[src/sv/ecti_pkg.sv]
`default_nettype none

package ecti_pkg;

  localparam int unsigned PROG_DEPTH = 4096;
  localparam int unsigned TAPE_DEPTH = 32768;
  localparam int unsigned QUEUE_DEPTH = 2;

  localparam int unsigned PA_W = $clog2(PROG_DEPTH);
  localparam int unsigned PC_W = PA_W + 1;
  localparam int unsigned PTR_W = $clog2(TAPE_DEPTH);
  localparam int unsigned QPTR_W = (QUEUE_DEPTH > 1) ? $clog2(QUEUE_DEPTH) : 1;
  localparam int unsigned QCNT_W = $clog2(QUEUE_DEPTH + 1);

  localparam logic [7:0] CH_RIGHT = 8'h3E;
  localparam logic [7:0] CH_LEFT  = 8'h3C;
  localparam logic [7:0] CH_INC   = 8'h2B;
  localparam logic [7:0] CH_DEC   = 8'h2D;
  localparam logic [7:0] CH_PRINT = 8'h2E;
  localparam logic [7:0] CH_READ  = 8'h2C;
  localparam logic [7:0] CH_OPEN  = 8'h5B;
  localparam logic [7:0] CH_CLOSE = 8'h5D;

  localparam logic [1:0] STATUS_RUN       = 2'd0;
  localparam logic [1:0] STATUS_END       = 2'd1;
  localparam logic [1:0] STATUS_UNMATCHED = 2'd2;
  localparam logic [1:0] STATUS_FULL      = 2'd3;

  typedef enum logic {
    ITEM_LOAD = 1'b0,
    ITEM_STEP = 1'b1
  } item_kind_e;

  typedef enum logic [1:0] {
    SCAN_NONE = 2'd0,
    SCAN_FWD  = 2'd1,
    SCAN_BACK = 2'd2
  } scan_e;

  typedef struct packed {
    item_kind_e kind;
    logic [7:0] data;
    logic       in_ok;
  } item_t;

endpackage

`default_nettype wire

[src/sv/ecti_front.sv]
`default_nettype none

module ecti_front
  import ecti_pkg::*;
(
  input  wire logic       clk_i,
  input  wire logic       rst_ni,
  input  wire logic       in_valid_i,
  output logic            in_ready_o,
  input  wire logic       mode_i,
  input  wire logic [7:0] data_byte_i,
  input  wire logic       input_valid_i,
  input  wire logic       clear_busy_i,
  output logic            deq_valid_o,
  input  wire logic       deq_ready_i,
  output item_t           deq_item_o
);

  item_t             queue_q [QUEUE_DEPTH];
  logic [QPTR_W-1:0] wr_ptr_q, wr_ptr_d;
  logic [QPTR_W-1:0] rd_ptr_q, rd_ptr_d;
  logic [QCNT_W-1:0] count_q, count_d;
  logic              push, pop;
  item_t             new_item;

  assign in_ready_o  = (count_q < QCNT_W'(QUEUE_DEPTH)) && !clear_busy_i;
  assign deq_valid_o = (count_q != '0);
  assign deq_item_o  = queue_q[rd_ptr_q];
  assign push        = in_valid_i && in_ready_o;
  assign pop         = deq_valid_o && deq_ready_i;

  always_comb begin
    new_item.kind  = mode_i ? ITEM_STEP : ITEM_LOAD;
    new_item.data  = data_byte_i;
    new_item.in_ok = input_valid_i;
  end

  always_comb begin
    wr_ptr_d = wr_ptr_q;
    rd_ptr_d = rd_ptr_q;
    count_d  = count_q;
    if (push) begin
      wr_ptr_d = (wr_ptr_q == QPTR_W'(QUEUE_DEPTH - 1)) ? '0 : wr_ptr_q + 1'b1;
    end
    if (pop) begin
      rd_ptr_d = (rd_ptr_q == QPTR_W'(QUEUE_DEPTH - 1)) ? '0 : rd_ptr_q + 1'b1;
    end
    if (push && !pop) begin
      count_d = count_q + 1'b1;
    end else if (pop && !push) begin
      count_d = count_q - 1'b1;
    end
  end

  always_ff @(posedge clk_i or negedge rst_ni) begin
    if (!rst_ni) begin
      wr_ptr_q <= '0;
      rd_ptr_q <= '0;
      count_q  <= '0;
    end else begin
      wr_ptr_q <= wr_ptr_d;
      rd_ptr_q <= rd_ptr_d;
      count_q  <= count_d;
    end
  end

  always_ff @(posedge clk_i) begin
    if (push) begin
      queue_q[wr_ptr_q] <= new_item;
    end
  end

endmodule

`default_nettype wire

[config.mk]
export PLATFORM = sky130hd
export DESIGN_NAME = ecti_front
export DESIGN_NICKNAME = d
export VERILOG_FILES = /design/src/sv/ecti_pkg.sv /design/src/sv/ecti_front.sv
export SDC_FILE = /design/constraint.sdc
export NUM_CORES = 1
export LEC_CHECK = 0
export CORE_UTILIZATION = 58
export DETAILED_ROUTE_END_ITERATION = 16
export DONT_BUFFER_PORTS = 1
export GPL_ROUTABILITY_DRIVEN = 0
export PLACE_DENSITY = 0.82
export SLEW_MARGIN = 20
export SYNTH_ARGS = -nofsm -noshare
export SYNTH_HDL_FRONTEND = slang
export SYNTH_SLANG_ARGS = --single-unit
[constraint.sdc]
create_clock -name clk_i -period 1.58 [get_ports clk_i]
set_input_delay 0.237 -clock clk_i [delete_from_list [all_inputs] [get_ports clk_i]]
set_output_delay 0.237 -clock clk_i [all_outputs]
set_load 0.05 [all_outputs]
After elaboration in Yosys (flattened, before gate mapping)
Memory sizes are Yosys's and may differ from the RTL's.
Cells that the tools add are included.
{"block": "word_totals", "ff_bits": 4, "latchBits": 0, "ramBits": 20, "romBits": 0, "output_inout_bits": 12, "memories": 1}
{"name": "queue_q", "depth": 2, "width": 10, "rd": 1, "rd_ports_with_merged_regs": 0, "write_ports": 1, "line": "ecti_front.sv:19", "text": "item_t queue_q [QUEUE_DEPTH];"}
{"block": "op_classes", "n_addsub": 4, "n_mul": 0, "n_div": 0, "order_cmp": 1, "eq_ne": 0, "n_shift": 0, "mux": 7, "bitwise": 0, "reduce_logical": 10}
{"op": "logical AND 1 bit", "count": 5}
{"op": "two-way mux 1 bit", "count": 5}
{"op": "two-way mux 2 bit", "count": 2}
{"op": "nonzero test 2 bit", "count": 2}
{"op": "logical NOT 1 bit", "count": 3}
{"op": "adder 1 bit (second input constant)", "count": 2}
{"op": "adder 2 x 1 -> 2 bit (second input constant)", "count": 1}
{"op": "less-than comparator 2 bit (second input constant)", "count": 1}
{"op": "subtractor 2 x 1 -> 2 bit (second input constant)", "count": 1}

Longest topological paths before layout
Gate-level depths: netlist (run 1).
{"block": "depth", "ltp_word": 7, "ltp_mapped": 7, "depth_no_buf": 7}

Worst setup path before layout (run 1)
No wires, ideal clock.
{"block": "synth_path", "kind": "register to register", "start": "reg count_q[1]", "end": "mem queue_q[0][0] (netlist name), enable pin", "setup_time_ns": 0.376, "arrival_ns": 1.813, "path_slack_ns": -0.609, "path_stages_with_launch": 4, "cell_sequence": "dfrtp_1 -> nor2_1 -> nand2_1 -> nor2_1"}
{"block": "synth_via", "elab_chain_cells": 5}
{"element": "start, declared", "line": "ecti_front.sv:22", "text": "logic [QCNT_W-1:0] count_q, count_d;"}
{"element": "start signal, assigned", "line": "ecti_front.sv:63", "text": "count_q <= count_d;"}
{"element": "less-than comparator 2 bit", "line": "ecti_front.sv:26", "text": "assign in_ready_o = (count_q < QCNT_W'(QUEUE_DEPTH)) && !clear_busy_i;"}
{"element": "logical AND 1 bit", "line": "ecti_front.sv:26"}
{"element": "net in_ready_o", "line": "ecti_front.sv:9", "text": "output logic in_ready_o,"}
{"element": "logical AND 1 bit", "line": "ecti_front.sv:29", "text": "assign push = in_valid_i && in_ready_o;"}
{"element": "two-way mux 1 bit", "line": "ecti_front.sv:68", "text": "if (push) begin"}
{"element": "two-way mux 1 bit (not written as such)", "line": "ecti_front.sv:69", "text": "queue_q[wr_ptr_q] <= new_item;"}
{"element": "end, declared", "line": "ecti_front.sv:19"}
The timed path passes the listed nets, and every way through them passes these cells.

==> flow_metrics.env, run 1 <==
export IMPL_core_mm2=0.00151
export IMPL_hold_path_class="primary input to flop"
export IMPL_cp_required_ps=1340
export IMPL_drc=0
export IMPL_pre_cts_ws_ps=177
export IMPL_synth_compound_area_frac=0
export IMPL_syn_area_um2=926
export IMPL_critPathBufInv=1
export IMPL_cp_end_kind="primary output"
export IMPL_track_usage=0.180
export IMPL_initial_core_util=0.615
export IMPL_drive_above_1_share=0.419
export IMPL_max_freq_mhz=650
export IMPL_p_leak_nw=0.390
export IMPL_synthCells=49
export IMPL_crit_path_top_delay_cell="mux2_2"
export IMPL_clk_pin_slew_worst_paths_ps=120
export IMPL_dp_cells=73
export IMPL_critPathMaxFanout=8
export IMPL_start_kind="flop"
export IMPL_worst_slack_ps=42.2
export IMPL_cp_data_arrival_time_ps=1300
export IMPL_setup_viol=0
export IMPL_num_antenna_cells=0
export IMPL_hold_slack_ps=23.5
export IMPL_setup_tns_ps=0
export IMPL_final_max_slew_viol_count=0
export IMPL_crit_chain="buf_4 -> mux2_2"
export IMPL_cts_num_sinks=24
export IMPL_clock_power_share=0.128
export IMPL_min_period_ps=1540
export IMPL_io_buffers=0
export IMPL_fillers=112
export IMPL_syn_area_per_cell_um2=18.9
export IMPL_p_switching_w=0.000824
export IMPL_first_iter_violations=5
export IMPL_maxCapViolCount=0
export IMPL_ios=27
export IMPL_die_area_mm2=0.00176
export IMPL_worst_slew_margin_rel=0.817
export IMPL_hold_violations=0
export IMPL_first_pass_iters=4
export IMPL_synthXorXnorAreaFrac=0.0473
export IMPL_cts_tree="yes"
export IMPL_area_growth_pct=13.2
export IMPL_grt_setup_unrepaired="true"
export IMPL_final_cells=78
export IMPL_ys_ff_latch=24
export IMPL_grt_pass1_wl_um=2200
export IMPL_ant_nets=0
export IMPL_ys_types=13
export IMPL_wl_um=1410
export IMPL_worstMarginPinSlew_ps=276
export IMPL_antenna_found_initial=0
export IMPL_status="completed"
export IMPL_place_hpwl_um=1050
export IMPL_synth_fa_ha_area_frac=0.0135
export IMPL_power_switching_share=0.411
export IMPL_p_comb_frac=0.440
export IMPL_synth_seq_area_share=0.757
export IMPL_postCtsSetupBuffers=0
export IMPL_fp_dieH_um=42.0
export IMPL_grt_pass1_vias=469
export IMPL_cp_top_family="multiplexers"
export IMPL_internal_power_w=0.00118
export IMPL_grt_max_degree=14
export IMPL_chipWidth_um=42.0
export IMPL_yosysWarnings=0
export IMPL_clk_latency_ps=300
export IMPL_cts_htree_levels=1
export IMPL_numCtsBuffers=3
export IMPL_synthMuxAreaShare=0.122
export IMPL_seqPwrFrac=0.431
export IMPL_synth_fp_nets=65
export IMPL_ir_drop_v=0.00127
export IMPL_post_route_period_util=0.973
export IMPL_fin_skew_ps=0.709
export IMPL_nets=79
export IMPL_synth_top_family_by_area="multiplexers"
export IMPL_synthSimpleGateAreaFrac=0.0446
export IMPL_cts_resized=0
export IMPL_viasPerCell=5.62
export IMPL_routedWlPerCell_um=18.1
export IMPL_max_stage_delay_ps=470
export IMPL_overflow=0
export IMPL_num_rows=14
export IMPL_cellPowerDensity_mw_per_mm2=1910
export IMPL_cts_path_max_buffers=2
export IMPL_vias=438
export IMPL_path_class="flop to primary output"
export IMPL_root_buffer="clkbuf_4"
-- power groups by stage --
stage               sequential (W)  clock, W  combinational, W
detailed placement        0.000882         0          0.000883
finish                    0.000865  0.000257          0.000883
CTS                       0.000868  0.000263          0.000890
global route              0.000880  0.000281          0.000924
floorplan                 0.000870         0          0.000751
global placement          0.000872         0          0.000861
-- cells by family after synthesis --
| group | Yosys count |
|---|---|
| xor+xnor | 5 |
| fa+ha+maj | 1 |
| buf+inv | 2 |
| flops | 24 |
| mux | 10 |
| simple gates | 7 |
-- per-layer routing --
metal | up-vias | track usage | wire, um | share of wire
li1 | 207 | - | - | -
met5 | - | 0 | 0 | 0
met1 | 215 | 0.202 | 564 | 0.40
met2 | 14 | 0.313 | 759 | 0.54
met3 | 2 | 0.0435 | 76 | 0.054
met4 | 0 | 0.0968 | 10 | 0.0071
-- sequential cells by signal (all words and copies together) (netlist names) --
signal / flops
queue_q: 20
count_q: 2
rd_ptr_q: 1
wr_ptr_q: 1
-- stage by stage --
stage | total power [W] | area (um2) | util
CTS | 0.00202 | 1050 | 0.696
detailed placement | 0.00176 | 1010 | 0.672
global placement | 0.00173 | 1010 | 0.672
global route | 0.00208 | 1050 | 0.696
floorplan | 0.00162 | 936 | -
finish | 0.00201 | 1050 | 0.696
-- final timing paths --
| check | slack (ps) | depth (start not counted) | startpoint | end |
|---|---|---|---|---|
| setup / recovery | 40 | 2 | rd_ptr_q$_DFFE_PN0P_ | deq_item_o[7] |
| hold / removal | 20 | 0 | data_byte_i[2] | queue_q[1][3]$_DFFE_PP_ |
| setup reg to reg | 170 | 5 | count_q[0]$_DFFE_PN0P_ | count_q[1]$_DFFE_PN0P_ |
| hold reg to reg | 540 | 1 | count_q[0]$_DFFE_PN0P_ | count_q[0]$_DFFE_PN0P_ |
| max in group asynchronous | 1210 | 1 | rst_ni | count_q[1]$_DFFE_PN0P_ |
| min in group asynchronous | 200 | 1 | rst_ni | count_q[0]$_DFFE_PN0P_ |
-- what timing repair did --
item	in CTS	in global routing
endpoints found under the setup margin	0	8
hold endpoints to repair	4	0
hold buffers	1	0
-- Yosys cell counts, drive strengths merged --
| master | instances | share of area |
|---|---|---|
| or2 | 1 | 0.0095 |
| dfrtp | 4 | 0.11 |
| edfxtp | 20 | 0.65 |
| mux2 | 10 | 0.12 |
| nor2 | 3 | 0.012 |
| xor2 | 2 | 0.019 |
| inv | 1 | 0.0041 |
| nand2 | 2 | 0.016 |
| buf | 1 | 0.012 |
| and3 | 1 | 0.0068 |
| xnor2 | 3 | 0.028 |
| ha | 1 | 0.014 |
-- cell type report --
type | instances | area, um2 | share of cell area
clock buffer | 3 | 22.5 | 0.0215
clock inverter | 1 | 3.75 | 0.00358
inverter | 1 | 3.75 | 0.00358
multi-input combinational | 23 | 220 | 0.210
sequential | 24 | 701 | 0.668
tap | 16 | 20.0 | 0.0191
timing repair buffer | 10 | 77.6 | 0.0740
-- worst reg2reg max path: stages (launching register included) --
cell and delay [ps]:
dfrtp_1 430, or2_4 280, nand2_4 70, ha_1 240
nor2_1 160, xor2_1 150
-- layout by cell type, fill, tap and decap left out --
| cell | instances |
|---|---|
| and3_1 | 1 |
| buf_4 | 9 |
| clkbuf_4 | 3 |
| clkinv_1 | 1 |
| dfrtp_1 | 4 |
| dlygate4sd3_1 | 1 |
| edfxtp_1 | 20 |
| ha_1 | 1 |
| inv_1 | 1 |
| mux2_2 | 10 |
| nand2_1 | 1 |
| nand2_4 | 1 |
| nor2_1 | 1 |
| nor2_2 | 1 |
| nor2_4 | 1 |
| or2_4 | 1 |
| xnor2_1 | 3 |
| xor2_1 | 2 |
No activity file was read; power rests on OpenSTA's default activity.
==> run 2: changes to the inputs <==
--- a/config.mk
+++ b/config.mk
@@ -5,11 +5,12 @@
 export SDC_FILE = /design/constraint.sdc
 export NUM_CORES = 1
 export LEC_CHECK = 0
-export CORE_UTILIZATION = 58
+export ABC_AREA = 1
+export CORE_UTILIZATION = 59
 export DETAILED_ROUTE_END_ITERATION = 16
 export DONT_BUFFER_PORTS = 1
 export GPL_ROUTABILITY_DRIVEN = 0
-export PLACE_DENSITY = 0.82
+export PLACE_DENSITY = 0.83
 export SLEW_MARGIN = 20
 export SYNTH_ARGS = -nofsm -noshare
 export SYNTH_HDL_FRONTEND = slang
==> flow_metrics.env, run 2 <==
export IMPL_synth_fa_ha_area_frac=0.0130
export IMPL_layout_common_cells="nand2_1 (36), edfxtp_1 (20), dlygate4sd3_1 (11)"
export IMPL_place_hpwl_um=1130
export IMPL_die_area_mm2=0.00180
export IMPL_p_comb_frac=0.548
export IMPL_cts_path_max_buffers=2
export IMPL_grt_setup_unrepaired="false"
export IMPL_drive_above_1_share=0.239
export IMPL_fillers=59
export IMPL_synth_fp_nets=97
export IMPL_cp_required_ps=1800
export IMPL_syn_area_per_cell_um2=11.9
export IMPL_post_route_period_util=0.963
export IMPL_grt_max_degree=15
export IMPL_p_switching_w=0.00123
export IMPL_fin_area_mm2=0.00138
export IMPL_largest_register="queue_q"
export IMPL_yosysWarnings=0
export IMPL_layout_commonest_cell="nand2_1"
export IMPL_syn_area_um2=963
export IMPL_synth_compound_area_frac=0
export IMPL_synth_top_area_share=0.623
export IMPL_synthSimpleGateAreaFrac=0.191
export IMPL_r2r_end="count_q[1]$_DFFE_PN0P_"
export IMPL_postCtsSetupBuffers=0
export IMPL_track_usage=0.243
export IMPL_clock_power_share=0.151
export IMPL_viasPerCell=5.81
export IMPL_start_kind="flop"
export IMPL_antenna_found_initial=0
export IMPL_synth_seq_area_share=0.727
export IMPL_power_total_w=0.00292
export IMPL_min_to="rd_ptr_q$_DFFE_PN0P_"
export IMPL_rr_worst_depth=8
export IMPL_num_rows=14
export IMPL_root_buffer="clkbuf_4"
export IMPL_overflow=0
export IMPL_synthMuxAreaShare=0
export IMPL_drc=0
export IMPL_ant_nets=0
export IMPL_register_area_um2=701
export IMPL_final_max_slew_viol_count=0
export IMPL_synth_area_top_cells="edfxtp_1 (62%), nand2_1 (14%), dfrtp_1 (10%), inv_1 (2.7%), buf_6 (2.3%)"
export IMPL_core_mm2=0.00152
export IMPL_numCtsBuffers=3
export IMPL_clk_pin_slew_worst_paths_ps=130
export IMPL_max_freq_mhz=657
export IMPL_multi_input_comb_area_um2=224
export IMPL_chipWidth_um=42.4
export IMPL_grt_pass1_wl_um=2970
export IMPL_maxCapViolCount=0
export IMPL_min_period_ps=1520
export IMPL_ys_ff_latch=24
export IMPL_status="completed"
export IMPL_worst_slack_ps=57.8
export IMPL_setup_viol=0
export IMPL_worstHoldPathCells=2
export IMPL_cellPowerDensity_mw_per_mm2=2120
export IMPL_first_iter_violations=32
export IMPL_hp_start="deq_ready_i"
export IMPL_synthCells=81
export IMPL_largest_reg_flops=20
export IMPL_ys_types=13
export IMPL_synth_top_family_by_area="simple AND/OR/NAND/NOR gates"
export IMPL_synthXorXnorAreaFrac=0.0182
export IMPL_io_buffers=0
export IMPL_clk_latency_ps=320
export IMPL_synth_top_area_cell="edfxtp_1"
export IMPL_worstMarginPinSlew_ps=202
export IMPL_cts_tree="yes"
export IMPL_initial_core_util=0.632
export IMPL_hold_slack_ps=83.5
export IMPL_hold_violations=0
export IMPL_regToRegStartpoint="count_q[1]$_DFFE_PN0P_"
export IMPL_synth_edff_count=20
export IMPL_fp_dieH_um=42.4
export IMPL_pre_cts_ws_ps=280
export IMPL_cp_data_arrival_time_ps=1740
export IMPL_reg_top3="queue_q: 20 flops, count_q: 2 flops"
export IMPL_wl_um=2440
export IMPL_vias=726
export IMPL_post_synth_top_count_cell="nand2_1"
export IMPL_internal_power_w=0.00169
export IMPL_fin_skew_ps=4.81
export IMPL_critPathMaxFanout=3
export IMPL_post_dp_cell_area_mm2=0.00121
export IMPL_first_pass_iters=5
export IMPL_path_class="flop to flop"
export IMPL_rrSetupSlack_ps=60
export IMPL_cp_end_kind="flop"
export IMPL_routedWlPerCell_um=19.5
export IMPL_cts_htree_levels=1
export IMPL_area_growth_pct=43.0
export IMPL_power_switching_share=0.420
export IMPL_cts_num_sinks=24
export IMPL_ios=27
export IMPL_p_leak_nw=0.597
export IMPL_seqPwrFrac=0.301
export IMPL_num_antenna_cells=0
export IMPL_hold_path_class="primary input to flop"
export IMPL_setup_tns_ps=0
export IMPL_synth_main_ff_cell="edfxtp_1"
export IMPL_grt_pass1_vias=655
export IMPL_synthTopCellsByCount="nand2_1 (36), edfxtp_1 (20), inv_1 (7)"
export IMPL_async_flop_share=0.167
export IMPL_ir_drop_v=0.00158
export IMPL_nets=126
export IMPL_worst_slew_margin_rel=0.865
[run 2: layout make-up]
type / count / share of cell area
Inverter: 7 / 0.0209
Sequential cell: 24 / 0.509
Multi-Input combinational cell: 48 / 0.163
Timing Repair Buffer: 26 / 0.255
Tap cell: 16 / 0.0145
Clock inverter: 1 / 0.0218
Clock buffer: 3 / 0.0163
[run 2: per-layer routing]
metal,vias to the layer above,GRT usage,wire length (um)
met4,0,0.144,81
met1,335,0.241,753
li1,318,-,-
met5,-,0,0
met3,15,0.0819,182
met2,58,0.431,1420
[run 2: worst max path at each step]
| stage | start | to | depth (start not counted) |
|---|---|---|---|
| after floorplan | count_q[1]$_DFFE_PN0P_ | queue_q[0][0]$_DFFE_PP_ | 3 |
| after global placement | count_q[1]$_DFFE_PN0P_ | count_q[1]$_DFFE_PN0P_ | 8 |
| after detailed placement | count_q[1]$_DFFE_PN0P_ | count_q[1]$_DFFE_PN0P_ | 8 |
| after CTS | rd_ptr_q$_DFFE_PN0P_ | deq_item_o[7] | 4 |
| after global routing | rd_ptr_q$_DFFE_PN0P_ | deq_item_o[7] | 4 |
| final | count_q[1]$_DFFE_PN0P_ | count_q[1]$_DFFE_PN0P_ | 8 |
[run 2: through the flow]
stage | utilization | cells
3_5_place_dp | 0.793 | 110
3_3_place_gp | 0.793 | 110
4_1_cts | 0.834 | 115
6_report | 0.904 | 125
5_1_grt | 0.904 | 125
2_1_floorplan | - | 81
[run 2: repair_timing]
item / in CTS / in global routing
cloned: 0 / 0
hold buffers: 1 / 10
setup endpoints to repair: 4 / 1
resized for setup: 1 / 2
hold endpoints to repair: 4 / 20
[run 2: power by group through the flow]
stage,registers [W],logic [W],clock network (W)
global route,0.000887,0.00165,0.000465
global placement,0.000866,0.00147,0
detailed placement,0.000873,0.00150,0
finish,0.000880,0.00160,0.000442
CTS,0.000865,0.00153,0.000438
floorplan,0.000866,0.000886,0
[run 2: worst max-delay path, stage by stage (launching register included)]
cell,delay [ps]
dfrtp_1,460
inv_1,110
nand2_2,100
nand2_2,60
ha_1,330
inv_1,110
nand3_1,120
nand2_1,80
nand2_1,60
[run 2: kinds of logic after synthesis]
family	after synthesis
flip-flops	24
buffers and inverters	9
adder cells (fa/ha/maj)	1
AND/OR/NAND/NOR	45
XOR/XNOR	2
==> run 3: changes to the inputs <==
--- a/config.mk
+++ b/config.mk
@@ -6,11 +6,14 @@
 export NUM_CORES = 1
 export LEC_CHECK = 0
 export ABC_AREA = 1
-export CORE_UTILIZATION = 59
+export CELL_PAD_IN_SITES_DETAIL_PLACEMENT = 1
+export CELL_PAD_IN_SITES_GLOBAL_PLACEMENT = 2
+export CORE_UTILIZATION = 37
 export DETAILED_ROUTE_END_ITERATION = 16
 export DONT_BUFFER_PORTS = 1
 export GPL_ROUTABILITY_DRIVEN = 0
-export PLACE_DENSITY = 0.83
+export PLACE_DENSITY = 0.81
+export RECOVER_POWER = 50
 export SLEW_MARGIN = 20
 export SYNTH_ARGS = -nofsm -noshare
 export SYNTH_HDL_FRONTEND = slang
==> flow_metrics.env, run 3 (synthesized netlist as in run 2, its figures left out) <==
export IMPL_clk_pin_slew_worst_paths_ps=120
export IMPL_max_stage_delay_ps=450
export IMPL_hold_path_class="primary input to flop"
export IMPL_reg_top3="queue_q: 20 flops, count_q: 2 flops"
export IMPL_wl_um=1960
export IMPL_start_kind="flop"
export IMPL_root_buffer="clkbuf_4"
export IMPL_fillers=265
export IMPL_drc=0
export IMPL_vias=693
export IMPL_min_period_ps=1510
export IMPL_clk_latency_ps=300
export IMPL_worst_slew_margin_rel=0.867
export IMPL_cts_num_sinks=24
export IMPL_critPathBufInv=2
export IMPL_ios=27
export IMPL_drive_above_1_share=0.265
export IMPL_final_max_slew_viol_count=0
export IMPL_layout_commonest_cell="nand2_1"
export IMPL_initial_core_util=0.389
export IMPL_hold_slack_ps=64.0
export IMPL_grt_max_degree=14
export IMPL_largest_reg_flops=20
export IMPL_worstMarginPinSlew_ps=199
export IMPL_final_cells=143
export IMPL_multi_input_comb_area_um2=224
export IMPL_path_class="flop to primary output"
export IMPL_num_rows=18
export IMPL_cp_end_kind="primary output"
export IMPL_setup_viol=0
export IMPL_met1_usage=0.182
export IMPL_gr_usage_met2=0.287
export IMPL_post_route_period_util=0.959
export IMPL_dp_cells=126
export IMPL_use_met3=0.0345
export IMPL_top_usage_layer="met2"
export IMPL_p_leak_nw=0.594
export IMPL_largest_register="queue_q"
export IMPL_register_area_um2=702
export IMPL_grt_setup_unrepaired="true"
export IMPL_numCtsBuffers=3
export IMPL_chipWidth_um=53.0
export IMPL_critPathMaxFanout=6
export IMPL_cp_depth=4
export IMPL_num_antenna_cells=0
export IMPL_worst_slack_ps=65.4
export IMPL_routedWlPerCell_um=13.7
export IMPL_antenna_found_initial=0
export IMPL_ant_nets=0
export IMPL_grt_pass1_wl_um=3080
export IMPL_crit_path_top_delay_cell="dfrtp_2"
export IMPL_die_area_mm2=0.00281
export IMPL_first_iter_violations=12
export IMPL_max_freq_mhz=660
export IMPL_core_mm2=0.00248
export IMPL_viasPerCell=4.85
export IMPL_fp_dieH_um=53.0
export IMPL_cts_htree_levels=1
export IMPL_cts_tree="yes"
export IMPL_crit_chain="clkinvlp_4 -> nand2_1 -> nand2_1 -> buf_12"
export IMPL_cp_top_family="flip-flops"
export IMPL_cp_required_ps=1340
export IMPL_crit_top_cell="nand2_1"
export IMPL_area_growth_pct=45.5
export IMPL_rr_worst_depth=8
export IMPL_grt_pass1_vias=667
export IMPL_overflow=0
export IMPL_layout_common_cells="nand2_1 (35), edfxtp_1 (20), dlygate4sd3_1 (11)"
export IMPL_pre_cts_ws_ps=247
export IMPL_cts_path_max_buffers=2
export IMPL_maxCapViolCount=0
export IMPL_ir_drop_v=0.00123
export IMPL_power_total_w=0.00274
export IMPL_status="completed"
export IMPL_nets=130
export IMPL_first_pass_iters=4
export IMPL_fin_skew_ps=1.62
export IMPL_hold_violations=0
export IMPL_cellPowerDensity_mw_per_mm2=1960
export IMPL_worstHoldPathCells=2
export IMPL_place_hpwl_um=1370
export IMPL_io_buffers=0
export IMPL_finish_utilization=0.566
export IMPL_cp_data_arrival_time_ps=1280
export IMPL_track_usage=0.160
[run 3: changes by cell type in the layout (fill, tap and decap cells not counted), sizes merged]
cell      change
buf           +3
clkinvlp      +2
inv           -1
bufinv        -1
clkbuf        +1
[run 3: final timing paths]
check                           slack (ps)                      to                    from
worst max-delay path                    70           deq_item_o[6]    rd_ptr_q$_DFFE_PN0P_
worst max register to register         210  count_q[1]$_DFFE_PN0P_  count_q[1]$_DFFE_PN0P_
worst min-delay path                    60    rd_ptr_q$_DFFE_PN0P_             deq_ready_i
max in group asynchronous             1210    rd_ptr_q$_DFFE_PN0P_                  rst_ni
min in group asynchronous              190  count_q[1]$_DFFE_PN0P_                  rst_ni
worst min register to register         510  count_q[0]$_DFFE_PN0P_  count_q[0]$_DFFE_PN0P_
[run 3: per-layer routing]
| layer | vias to the layer above | share of wire |
|---|---|---|
| met4 | 0 | 0.011 |
| met5 | - | 0 |
| met2 | 23 | 0.55 |
| met1 | 340 | 0.39 |
| met3 | 4 | 0.048 |
| li1 | 326 | - |
[run 3: per-stage QoR]
step                instance area [um2]  TNS, ps
floorplan                           973        0
CTS                                1300        0
detailed placement                 1240        0
finish                             1400        0
global route                       1400     -171
global placement                   1240        0
[run 3: area by class of cell]
class	instances	share of cell area
multi-input combinational	48	0.160
clock buffer	4	0.0188
timing repair inverter	1	0.00536
tap	30	0.0268
timing repair buffer	29	0.267
inverter	7	0.0214
sequential	24	0.501
[run 3: power breakdown]
part / leakage (nW) / total [W] / switching (W) / internal, W
combinational: 0.351 / 0.00159 / 0.000927 / 0.000666
clock: 0.0150 / 0.000265 / 0.000167 / 0.0000985
sequential: 0.229 / 0.000882 / 0.0000767 / 0.000805
total: 0.594 / 0.00274 / 0.00117 / 0.00157
[run 3: timing repair]
| item | in CTS | in global routing |
|---|---|---|
| buffers inserted | 1 | 0 |
| gates cloned | 1 | 0 |
| hold buffers | 1 | 10 |
| setup endpoints to repair | 10 | 8 |
| hold endpoints to repair | 4 | 20 |
| gates resized for setup | 3 | 3 |
[run 3: worst reg2reg max path: stages (launching register included)]
cell	delay [ps]
dfrtp_1	440
nor2_4	40
nand2_1	150
inv_1	60
ha_1	320
inv_1	90
nand3_1	80
nand2_1	60
nand2_1	40
